--- src/rtl/core/assert_macros.svh ---
// Assertion macros used by the RTL file that carries concurrent checks.
`ifndef ASSERT_MACROS_SVH
`define ASSERT_MACROS_SVH

// Property that must hold at every rising clk edge outside of reset.
`define LCC_ASSERT(label, prop, msg) \
  label: assert property (@(posedge clk) disable iff (!rst_n) prop) else $error(msg);

// Condition that must never be seen at a rising clk edge outside of reset.
`define LCC_NEVER(label, expr, msg) \
  label: assert property (@(posedge clk) disable iff (!rst_n) !(expr)) else $error(msg);

`endif

--- src/rtl/core/lcc_pkg.sv ---
// Package with the types and constants of the list cross-correlation block.
package lcc_pkg;

  localparam int MAX_FIRST   = 32;
  localparam int MAX_SECOND  = 32;
  localparam int STORE_DEPTH = 32;
  localparam int AW          = $clog2(STORE_DEPTH);
  localparam int CNT_W       = $clog2(STORE_DEPTH + 1);
  localparam int LEN_W       = $clog2(MAX_FIRST + MAX_SECOND);
  localparam int SAMPLE_W    = 16;
  localparam int PROD_W      = 2 * SAMPLE_W;
  localparam int ACC_W       = 40;
  localparam int LAG_W       = 6;

  localparam logic [1:0] MODE_VALID = 2'd0;
  localparam logic [1:0] MODE_SAME  = 2'd1;
  localparam logic [1:0] MODE_FULL  = 2'd2;

  localparam logic CMD_FIRST  = 1'b0;
  localparam logic CMD_SECOND = 1'b1;

  typedef struct packed {
    logic                       cmd;
    logic signed [SAMPLE_W-1:0] sample;
    logic                       last;
  } lcc_in_t;

  typedef struct packed {
    logic signed [ACC_W-1:0] corr_value;
    logic [LAG_W-1:0]        lag_index;
    logic                    last_res;
    logic                    truncated;
  } lcc_out_t;

  // Store write request from the loader.
  typedef struct packed {
    logic                       first_en;
    logic                       second_en;
    logic [AW-1:0]              addr;
    logic signed [SAMPLE_W-1:0] data;
  } lcc_wr_t;

  // One multiply-accumulate operation as it travels down the pipeline.
  typedef struct packed {
    logic vld;
    logic first;
    logic last;
  } lcc_op_t;

  typedef struct packed {
    lcc_op_t       op;
    logic [AW-1:0] first_addr;
    logic [AW-1:0] second_addr;
  } lcc_rd_t;

  typedef struct packed {
    logic busy;
    logic waiting;
  } lcc_stat_t;

  typedef enum logic [2:0] {
    ST_IDLE,
    ST_SETUP,
    ST_POINT,
    ST_ISSUE,
    ST_WAIT,
    ST_EMIT
  } lcc_state_t;

endpackage

--- src/rtl/core/lcc_store.sv ---
// Sample stores for both lists, one write port and registered reads.
module lcc_store (
  input  logic                                clk,
  input  logic                                rst_n,
  input  lcc_pkg::lcc_wr_t                    wr,
  input  lcc_pkg::lcc_rd_t                    rd,
  output logic signed [lcc_pkg::SAMPLE_W-1:0] first_q,
  output logic signed [lcc_pkg::SAMPLE_W-1:0] second_q,
  output lcc_pkg::lcc_op_t                    op_q
);

  logic signed [lcc_pkg::SAMPLE_W-1:0] first_mem  [lcc_pkg::STORE_DEPTH];
  logic signed [lcc_pkg::SAMPLE_W-1:0] second_mem [lcc_pkg::STORE_DEPTH];
  logic signed [lcc_pkg::SAMPLE_W-1:0] first_q_r;
  logic signed [lcc_pkg::SAMPLE_W-1:0] second_q_r;
  lcc_pkg::lcc_op_t                    op_r;

  always_ff @(posedge clk) begin
    if (wr.first_en) begin
      first_mem[wr.addr] <= wr.data;
    end
    first_q_r <= first_mem[rd.first_addr];
  end

  always_ff @(posedge clk) begin
    if (wr.second_en) begin
      second_mem[wr.addr] <= wr.data;
    end
    second_q_r <= second_mem[rd.second_addr];
  end

  always_ff @(posedge clk) begin
    if (!rst_n) begin
      op_r <= '0;
    end else begin
      op_r <= rd.op;
    end
  end

  assign first_q  = first_q_r;
  assign second_q = second_q_r;
  assign op_q     = op_r;

endmodule

--- src/rtl/core/lcc_mac.sv ---
// Shared multiply-accumulate unit: product register, then 40-bit accumulator.
module lcc_mac (
  input  logic                                clk,
  input  logic                                rst_n,
  input  logic signed [lcc_pkg::SAMPLE_W-1:0] a,
  input  logic signed [lcc_pkg::SAMPLE_W-1:0] b,
  input  lcc_pkg::lcc_op_t                    op,
  output logic signed [lcc_pkg::ACC_W-1:0]    acc,
  output logic                                done
);

  logic signed [lcc_pkg::PROD_W-1:0] prod_r;
  lcc_pkg::lcc_op_t                  op1_r;
  logic signed [lcc_pkg::ACC_W-1:0]  acc_r;
  logic signed [lcc_pkg::ACC_W-1:0]  acc_nxt;
  logic signed [lcc_pkg::ACC_W-1:0]  prod_ext;
  logic                              done_r;

  always_ff @(posedge clk) begin
    prod_r <= a * b;
  end

  assign prod_ext = lcc_pkg::ACC_W'(prod_r);

  always_comb begin
    acc_nxt = acc_r;
    if (op1_r.vld) begin
      acc_nxt = op1_r.first ? prod_ext : acc_r + prod_ext;
    end
  end

  always_ff @(posedge clk) begin
    if (!rst_n) begin
      op1_r  <= '0;
      acc_r  <= '0;
      done_r <= 1'b0;
    end else begin
      op1_r  <= op;
      acc_r  <= acc_nxt;
      done_r <= op1_r.vld && op1_r.last;
    end
  end

  assign acc  = acc_r;
  assign done = done_r;

endmodule

--- src/rtl/core/lcc_seq.sv ---
// Loader and sequencer: list bookkeeping, slice setup and MAC issue control.
module lcc_seq (
  input  logic                             clk,
  input  logic                             rst_n,
  input  logic                             in_valid,
  input  lcc_pkg::lcc_in_t                 in_data,
  input  logic                             cfg_we,
  input  logic [1:0]                       cfg_data,
  input  logic signed [lcc_pkg::ACC_W-1:0] acc,
  input  logic                             mac_done,
  input  logic                             out_free,
  output lcc_pkg::lcc_wr_t                 wr,
  output lcc_pkg::lcc_rd_t                 rd,
  output logic                             emit_vld,
  output lcc_pkg::lcc_out_t                emit_data,
  output lcc_pkg::lcc_stat_t               stat
);

  localparam int AW    = lcc_pkg::AW;
  localparam int CNT_W = lcc_pkg::CNT_W;
  localparam int LEN_W = lcc_pkg::LEN_W;

  lcc_pkg::lcc_state_t state_r, state_nxt;
  logic [1:0]       mode_r;
  logic [CNT_W-1:0] cnt_a_r, cnt_a_nxt, cnt_b_r, cnt_b_nxt;
  logic             open_a_r, open_a_nxt, open_b_r, open_b_nxt;
  logic             drop_a_r, drop_a_nxt, drop_b_r, drop_b_nxt;
  logic [LEN_W-1:0] k_r, k_nxt, p_r, p_nxt, len_r, len_nxt;
  logic [AW-1:0]    i_r, i_nxt, b_r, b_nxt, imax_r, imax_nxt;
  logic             first_r, first_nxt;

  logic             accept;
  logic             start;
  logic             cur_open;
  logic [CNT_W-1:0] cur_cnt, base_cnt;
  logic             room;
  logic [LEN_W-1:0] na, nb, mn, mx;
  logic [LEN_W-1:0] off, len;
  logic [LEN_W-1:0] imin, imax, b0;
  logic             issue_last;
  logic             last_point;

  assign accept   = in_valid && (state_r == lcc_pkg::ST_IDLE);
  assign cur_open = (in_data.cmd == lcc_pkg::CMD_SECOND) ? open_b_r : open_a_r;
  assign cur_cnt  = (in_data.cmd == lcc_pkg::CMD_SECOND) ? cnt_b_r : cnt_a_r;
  assign base_cnt = cur_open ? '0 : cur_cnt;
  assign room     = (in_data.cmd == lcc_pkg::CMD_SECOND) ?
                    (base_cnt < CNT_W'(lcc_pkg::MAX_SECOND)) :
                    (base_cnt < CNT_W'(lcc_pkg::MAX_FIRST));
  // A closing element of the first list computes, provided the second list has data.
  assign start    = accept && (in_data.cmd == lcc_pkg::CMD_FIRST) && in_data.last &&
                    (cnt_b_r != '0);

  assign na = LEN_W'(cnt_a_r);
  assign nb = LEN_W'(cnt_b_r);
  assign mn = (na < nb) ? na : nb;
  assign mx = (na < nb) ? nb : na;

  always_comb begin
    unique case (mode_r)
      lcc_pkg::MODE_VALID: begin
        off = mn - LEN_W'(1);
        len = mx - mn + LEN_W'(1);
      end
      lcc_pkg::MODE_SAME: begin
        off = (mn - LEN_W'(1)) >> 1;
        len = mx;
      end
      default: begin
        off = '0;
        len = na + nb - LEN_W'(1);
      end
    endcase
  end

  // Range of first-list indexes that overlap the second list at lag k.
  always_comb begin
    if (k_r >= nb) begin
      imin = k_r - nb + LEN_W'(1);
      b0   = '0;
    end else begin
      imin = '0;
      b0   = nb - LEN_W'(1) - k_r;
    end
    imax = (k_r < na) ? k_r : na - LEN_W'(1);
  end

  assign issue_last = (i_r == imax_r);
  assign last_point = (p_r == len_r - LEN_W'(1));

  // Next state.
  always_comb begin
    state_nxt = state_r;
    unique case (state_r)
      lcc_pkg::ST_IDLE:  if (start) state_nxt = lcc_pkg::ST_SETUP;
      lcc_pkg::ST_SETUP: state_nxt = lcc_pkg::ST_POINT;
      lcc_pkg::ST_POINT: state_nxt = lcc_pkg::ST_ISSUE;
      lcc_pkg::ST_ISSUE: if (issue_last) state_nxt = lcc_pkg::ST_WAIT;
      lcc_pkg::ST_WAIT:  if (mac_done) state_nxt = lcc_pkg::ST_EMIT;
      lcc_pkg::ST_EMIT: begin
        if (out_free) begin
          state_nxt = last_point ? lcc_pkg::ST_IDLE : lcc_pkg::ST_POINT;
        end
      end
      default: state_nxt = lcc_pkg::ST_IDLE;
    endcase
  end

  // Outputs and datapath registers.
  always_comb begin
    cnt_a_nxt  = cnt_a_r;
    cnt_b_nxt  = cnt_b_r;
    open_a_nxt = open_a_r;
    open_b_nxt = open_b_r;
    drop_a_nxt = drop_a_r;
    drop_b_nxt = drop_b_r;
    k_nxt      = k_r;
    p_nxt      = p_r;
    len_nxt    = len_r;
    i_nxt      = i_r;
    b_nxt      = b_r;
    imax_nxt   = imax_r;
    first_nxt  = first_r;
    wr         = '0;
    rd         = '0;
    emit_vld   = 1'b0;

    wr.addr = base_cnt[AW-1:0];
    wr.data = in_data.sample;
    rd.first_addr  = i_r;
    rd.second_addr = b_r;

    unique case (state_r)
      lcc_pkg::ST_IDLE: begin
        if (accept) begin
          if (in_data.cmd == lcc_pkg::CMD_SECOND) begin
            wr.second_en = room;
            cnt_b_nxt    = room ? base_cnt + CNT_W'(1) : base_cnt;
            drop_b_nxt   = (open_b_r ? 1'b0 : drop_b_r) || !room;
            open_b_nxt   = in_data.last;
          end else begin
            wr.first_en = room;
            cnt_a_nxt   = room ? base_cnt + CNT_W'(1) : base_cnt;
            drop_a_nxt  = (open_a_r ? 1'b0 : drop_a_r) || !room;
            open_a_nxt  = in_data.last;
          end
        end
      end
      lcc_pkg::ST_SETUP: begin
        k_nxt   = off;
        p_nxt   = '0;
        len_nxt = len;
      end
      lcc_pkg::ST_POINT: begin
        i_nxt     = imin[AW-1:0];
        b_nxt     = b0[AW-1:0];
        imax_nxt  = imax[AW-1:0];
        first_nxt = 1'b1;
      end
      lcc_pkg::ST_ISSUE: begin
        rd.op.vld  = 1'b1;
        rd.op.first = first_r;
        rd.op.last = issue_last;
        i_nxt      = i_r + AW'(1);
        b_nxt      = b_r + AW'(1);
        first_nxt  = 1'b0;
      end
      lcc_pkg::ST_WAIT: begin
      end
      lcc_pkg::ST_EMIT: begin
        emit_vld = 1'b1;
        if (out_free) begin
          p_nxt = p_r + LEN_W'(1);
          k_nxt = k_r + LEN_W'(1);
        end
      end
      default: begin
      end
    endcase
  end

  always_ff @(posedge clk) begin
    if (!rst_n) begin
      state_r  <= lcc_pkg::ST_IDLE;
      mode_r   <= lcc_pkg::MODE_VALID;
      cnt_a_r  <= '0;
      cnt_b_r  <= '0;
      open_a_r <= 1'b1;
      open_b_r <= 1'b1;
      drop_a_r <= 1'b0;
      drop_b_r <= 1'b0;
    end else begin
      state_r  <= state_nxt;
      if (cfg_we) begin
        mode_r <= cfg_data;
      end
      cnt_a_r  <= cnt_a_nxt;
      cnt_b_r  <= cnt_b_nxt;
      open_a_r <= open_a_nxt;
      open_b_r <= open_b_nxt;
      drop_a_r <= drop_a_nxt;
      drop_b_r <= drop_b_nxt;
    end
  end

  always_ff @(posedge clk) begin
    k_r     <= k_nxt;
    p_r     <= p_nxt;
    len_r   <= len_nxt;
    i_r     <= i_nxt;
    b_r     <= b_nxt;
    imax_r  <= imax_nxt;
    first_r <= first_nxt;
  end

  assign emit_data.corr_value = acc;
  assign emit_data.lag_index  = lcc_pkg::LAG_W'(p_r);
  assign emit_data.last_res   = last_point;
  assign emit_data.truncated  = drop_a_r || drop_b_r;

  assign stat.busy    = (state_r != lcc_pkg::ST_IDLE);
  assign stat.waiting = (state_r == lcc_pkg::ST_WAIT);

endmodule

--- src/rtl/core/list_cross_correlation.sv ---
// Top level of the list cross-correlation block with its output register.
//
// Usage: requests on the in_ channel carry one list element each. cmd selects
// the second list (1) or the first list (0); last closes the list, and the
// next element of that list starts a new one. Up to 32 elements per list are
// kept; later ones are dropped and reported through the truncated field.
// A closing element of the first list starts the computation, if the second
// list holds any data, and the block then emits one out_ request per point of
// the slice that cfg_data selects (0 valid, 1 same, 2 and 3 full).
// Loading accepts one element per cycle while the block is idle. A computation
// sets up the slice and then, for each point, issues the overlapping terms to
// the single multiply-accumulate unit, waits for the sum and emits it; in_stall
// stays high for the whole computation.
// Results pass through an output register; while out_stall is high the
// current result holds and the sequencer waits. Reset clears the list counts,
// the drop flags and the mode; stored samples are not cleared. A write to
// cfg_data lands at any edge, and the mode is read once as a computation sets up.
`include "assert_macros.svh"

module list_cross_correlation (
  input  logic                 clk,
  input  logic                 rst_n,
  input  logic                 in_valid,
  output logic                 in_stall,
  input  lcc_pkg::lcc_in_t     in_data,
  output logic                 out_valid,
  input  logic                 out_stall,
  output lcc_pkg::lcc_out_t    out_data,
  input  logic                 cfg_we,
  input  logic [1:0]           cfg_data
);

  lcc_pkg::lcc_wr_t                    wr;
  lcc_pkg::lcc_rd_t                    rd;
  lcc_pkg::lcc_op_t                    op_q;
  lcc_pkg::lcc_stat_t                  stat;
  lcc_pkg::lcc_out_t                   emit_data;
  logic signed [lcc_pkg::SAMPLE_W-1:0] first_q;
  logic signed [lcc_pkg::SAMPLE_W-1:0] second_q;
  logic signed [lcc_pkg::ACC_W-1:0]    acc;
  logic                                mac_done;
  logic                                emit_vld;
  logic                                out_free;
  logic                                emit_fire;
  logic                                out_valid_r;
  lcc_pkg::lcc_out_t                   out_data_r;

  lcc_seq u_seq (
    .clk       (clk),
    .rst_n     (rst_n),
    .in_valid  (in_valid),
    .in_data   (in_data),
    .cfg_we    (cfg_we),
    .cfg_data  (cfg_data),
    .acc       (acc),
    .mac_done  (mac_done),
    .out_free  (out_free),
    .wr        (wr),
    .rd        (rd),
    .emit_vld  (emit_vld),
    .emit_data (emit_data),
    .stat      (stat)
  );

  lcc_store u_store (
    .clk      (clk),
    .rst_n    (rst_n),
    .wr       (wr),
    .rd       (rd),
    .first_q  (first_q),
    .second_q (second_q),
    .op_q     (op_q)
  );

  lcc_mac u_mac (
    .clk   (clk),
    .rst_n (rst_n),
    .a     (first_q),
    .b     (second_q),
    .op    (op_q),
    .acc   (acc),
    .done  (mac_done)
  );

  assign in_stall  = stat.busy;
  assign out_free  = !out_valid_r || !out_stall;
  assign emit_fire = emit_vld && out_free;

  always_ff @(posedge clk) begin
    if (!rst_n) begin
      out_valid_r <= 1'b0;
    end else if (out_free) begin
      out_valid_r <= emit_vld;
    end
  end

  always_ff @(posedge clk) begin
    if (emit_fire) begin
      out_data_r <= emit_data;
    end
  end

  assign out_valid = out_valid_r;
  assign out_data  = out_data_r;

  // A finished sum only comes back while the sequencer waits for it.
  `LCC_ASSERT(a_done_in_wait, mac_done |-> stat.waiting, "MAC result outside wait state")
  // The completion pulse lasts one cycle, since a point issues one chain of terms.
  `LCC_ASSERT(a_done_pulse, mac_done |=> !mac_done, "MAC completion longer than one cycle")
  // After the final point of a slice the block takes requests again.
  `LCC_ASSERT(a_idle_after_last, (emit_fire && emit_data.last_res) |=> !in_stall,
              "block still busy after final point")

endmodule

--- config.mk ---
export PLATFORM = sky130hd
export DESIGN_NAME = list_cross_correlation
export DESIGN_NICKNAME = d
export VERILOG_FILES = /design/src/rtl/core/lcc_pkg.sv /design/src/rtl/core/lcc_store.sv /design/src/rtl/core/lcc_mac.sv /design/src/rtl/core/lcc_seq.sv /design/src/rtl/core/list_cross_correlation.sv
export VERILOG_INCLUDE_DIRS = /design/src /design/src/rtl/core
export SDC_FILE = /design/constraint.sdc
export NUM_CORES = 2
export LEC_CHECK = 0
export BUFFER_PORTS_ARGS = -buffer_cell sky130_fd_sc_hd__buf_4
export CORE_UTILIZATION = 43
export CTS_BUF_LIST = sky130_fd_sc_hd__clkbuf_8
export DETAILED_ROUTE_END_ITERATION = 6
export SYNTH_ARGS = -nofsm -noshare
export SYNTH_HDL_FRONTEND = slang
export SYNTH_SLANG_ARGS = --single-unit
--- constraint.sdc ---
create_clock -name clk -period 8.35 [get_ports clk]
set_input_delay 0.4175 -clock clk [delete_from_list [all_inputs] [get_ports clk]]
set_output_delay 0.4175 -clock clk [all_outputs]
set_load 0.1 [all_outputs]
==> impl_metrics.csv <==
group,metric,value,unit
timing,clock_skew,67.0,ps
floorplan,floorplan.initialDensity,0.434,
floorplan,ioPinCount,75,
worst_setup_path,critPathCaptureType,"flip-flop",
synth,synth_most_common_cell,"edfxtp_1",
synth,synth.distinct_cells,77,
floorplan,die_x,375,um
synth,synth_adder_area_share,0.126,
synth,netlist_area,59800,um^2
timing,setup_viol,0,
timing,period_minus_slack,6620,ps
detailed_routing,drc,0,
clock_network,tritoncts,"done",
layout,area_growth_syn_to_layout,11.6,%
synth,synthCells,3740,
detailed_routing,wl_per_cell,23.2,um
global_routing,grt_pass1_wl,208000,um
worst_setup_path,critPathKind,"reg2reg",
place,hpwl,84500,um
detailed_routing,drtIter0Drc,2511,
global_routing,grt_pass1_vias,32900,
floorplan,fp-row-count,136,
place,io_buffers,74,
detailed_routing,dr.pass1.iters,5,
global_routing,antenna_found_initial,2,
clock_network,cts.path.max_buffers,3,
timing,final_hold_viol_count,0,
worst_setup_path,cp_num_buf_inv,1,
synth,ys_seq_area_frac,0.600,
timing,tightest_slew,1250,ps
synth,synth_edf_count,1106,
floorplan,die-area,141000,um^2
synth,synth-compound-area-share,0.0391,
global_routing,overflow,0,
worst_setup_path,cp_max_fo,16,
floorplan,die_h,375,um
detailed_routing,vias,32000,
worst_setup_path,crit_family,"adder cells",
synth,ys_top_cells_by_count,"edfxtp_1 (1,106), inv_1 (356), mux4_2 (320)",
synth,synth_warnings,0,
floorplan,coreArea,138000,um^2
timing,rsz0062_at_grt,"no",
worst_setup_path,cpMostUsedCell,"fa_1",
synth,synth_area_per_cell,16.0,um^2
clock_network,htree_levels,4,
clock_network,cts_root_buf,"clkbuf_8",
synth,synth.area.mux_share,0.132,
timing,setup_tns,0,ps
clock_network,cts_buffers,199,
detailed_routing,antenna_left,0,
synth,ys_ff_latch,1239,
place,gp_congestion,0.830,
timing,maxSlewViolCount,0,
worst_setup_path,path_cells,"nand2_1, fa_1, fa_1, fa_1, fa_1, inv_1, fa_1, fa_1, ha_1, a21o_1, a21oi_1, nor4b_1, a211oi_1, o311ai_0, nand2_1, a31oi_1, xnor2_1",
layout,fillerInstances,11600,
worst_setup_path,max_stage_delay,750,ps
detailed_routing,post_drt_via_cell_ratio,5.40,
worst_setup_path,required,9180,ps
layout,nNetsFinal,4430,
clock_network,clock-sinks,1239,
global_routing,grt_max_degree,132,
worst_setup_path,startpoint_type,"flip-flop",
timing,period_share,0.793,
synth,synth-simple-area-share,0.0543,
synth,synth_top_family_by_area,"multiplexers",
timing,slew_headroom,0.165,
detailed_routing,totalWireLength,137000,um
timing,fmax,0.151,GHz
status,outcome,"finished clean",
synth,synth-xor-area-share,0.0166,
synth,synthFlopType,"edfxtp_1",
clock_network,ctsResizeCount,0,
worst_setup_path,slowest_stage,"dfxtp_1",
synth,synth.top_cell.area_share,0.555,
synth,synth.area.top_cells,"edfxtp_1 (56%), mux4_2 (12%), fa_1 (9.0%)",
min_path,hold_path.class,"in2reg",
global_routing,grt.total_usage,0.198,
clock_network,clock_latency,930,ps
synth,syn_nets,4204,
synth,yosysTopAreaCell,"edfxtp_1",
synth,async_reset_ff_frac,0,
worst_setup_path,arrival,7450,ps
layout,drive_gt1_frac,0.198,
clock_network,path_clk_slew,60,ps
run,cap_violations,0,
## sequential cells by signal, indices dropped and copies added (netlist names), 2 cells and up
| register | count |
|---|---|
| u_store.first_mem | 512 |
| u_store.second_mem | 512 |
| out_data | 48 |
| u_mac.acc | 40 |
| u_mac.prod_r | 32 |
| u_store.first_q | 16 |
| u_store.second_q | 16 |
| u_seq.cnt_a_r | 6 |
| u_seq.cnt_b_r | 6 |
| u_seq.k_r | 6 |
| u_seq.len_r | 6 |
| u_seq.p_r | 6 |
| u_seq.b_r | 5 |
| u_seq.i_r | 5 |
| u_seq.imax_r | 5 |
| u_mac.op1_r | 3 |
| u_seq.state_r | 3 |
| u_store.op_q | 3 |
| u_seq.mode_r | 2 |
## per-stage QoR
step                area (um^2)  utilization  setup slack [ps]  cells  hold slack [ps]
floorplan                 59800            -              2400   3740              412
global placement          62800        0.456              1770   5535              414
detailed placement        62800        0.456              1790   5535              419
CTS                       66700        0.485              1790   5921             4.39
global route              66700        0.485              1370   5922             36.2
finish                    66700        0.485              1730   5926             95.7
## area by class of cell
class                   count  area [um^2]  area share
well taps                1794         2240      0.0336
clock inverters           153          830      0.0124
diodes                      5         12.5    0.000188
flip-flops and latches   1239        35900       0.538
inverters                 359         1350      0.0202
repair buffers            176         1430      0.0215
clock buffers             209         2880      0.0431
multi-input cells        1991        22100       0.331
## what timing repair did
item	in CTS	in global routing
buffers inserted	0	0
hold endpoints to repair	331	0
hold buffers	24	0
## kinds of logic (layout without fill, tap and decap cells)
| group | count (synthesis) | count (layout) |
|---|---|---|
| buf+inv | 510 | 897 |
| compound gates | 361 | 361 |
| flops | 1239 | 1239 |
| mux | 386 | 386 |
| xor+xnor | 113 | 113 |
| fa+ha+maj | 439 | 439 |
| simple gates | 692 | 692 |
| other cells | 0 | 5 |
## worst paths after layout
kind	slack, ps	cells past startpoint	start	endpoint
max	1730	17	u_store.second_q[1]	u_mac.prod_r[30]
min	100	1	in_data[16]	u_store.second_mem[26][15]
max reg2reg	1730	17	u_store.second_q[1]	u_mac.prod_r[30]
min reg2reg	430	1	u_store.op_q[2]	u_mac.op1_r[2]
## routing by layer
layer  routed length, um  GRT usage
met5                  13          0
met4                3060     0.0592
met3                7920     0.0398
met2               65800      0.317
met1               60600      0.275
## cell usage in the layout (no fill, tap or decap), drive strengths merged, types with 5 or more instances in the layout
master | netlist | final
a211oi | 18 | 18
a21o | 32 | 32
a21oi | 112 | 112
a311oi | 5 | 5
a31oi | 22 | 22
and2 | 136 | 136
and3 | 12 | 12
buf | 32 | 152
clkbuf | 119 | 209
clkinv | 3 | 68
dfxtp | 133 | 133
diode | 0 | 5
dlygate4sd3 | 0 | 24
edfxtp | 1106 | 1106
fa | 268 | 268
ha | 171 | 171
inv | 356 | 436
mux2 | 36 | 36
mux2i | 30 | 30
mux4 | 320 | 320
nand2 | 232 | 232
nand2b | 18 | 18
nand3 | 35 | 35
nand4 | 6 | 6
nor2 | 187 | 187
nor2b | 8 | 8
nor3 | 24 | 24
o211ai | 15 | 15
o21a | 11 | 11
o21ai | 83 | 83
o21bai | 11 | 11
o22ai | 6 | 6
o31ai | 8 | 8
or2 | 5 | 5
or3 | 10 | 10
xnor2 | 76 | 76
xor2 | 37 | 37
Power is not shown: default switching activity piles up to over one toggle a cycle in this logic, so the estimate is an artifact.
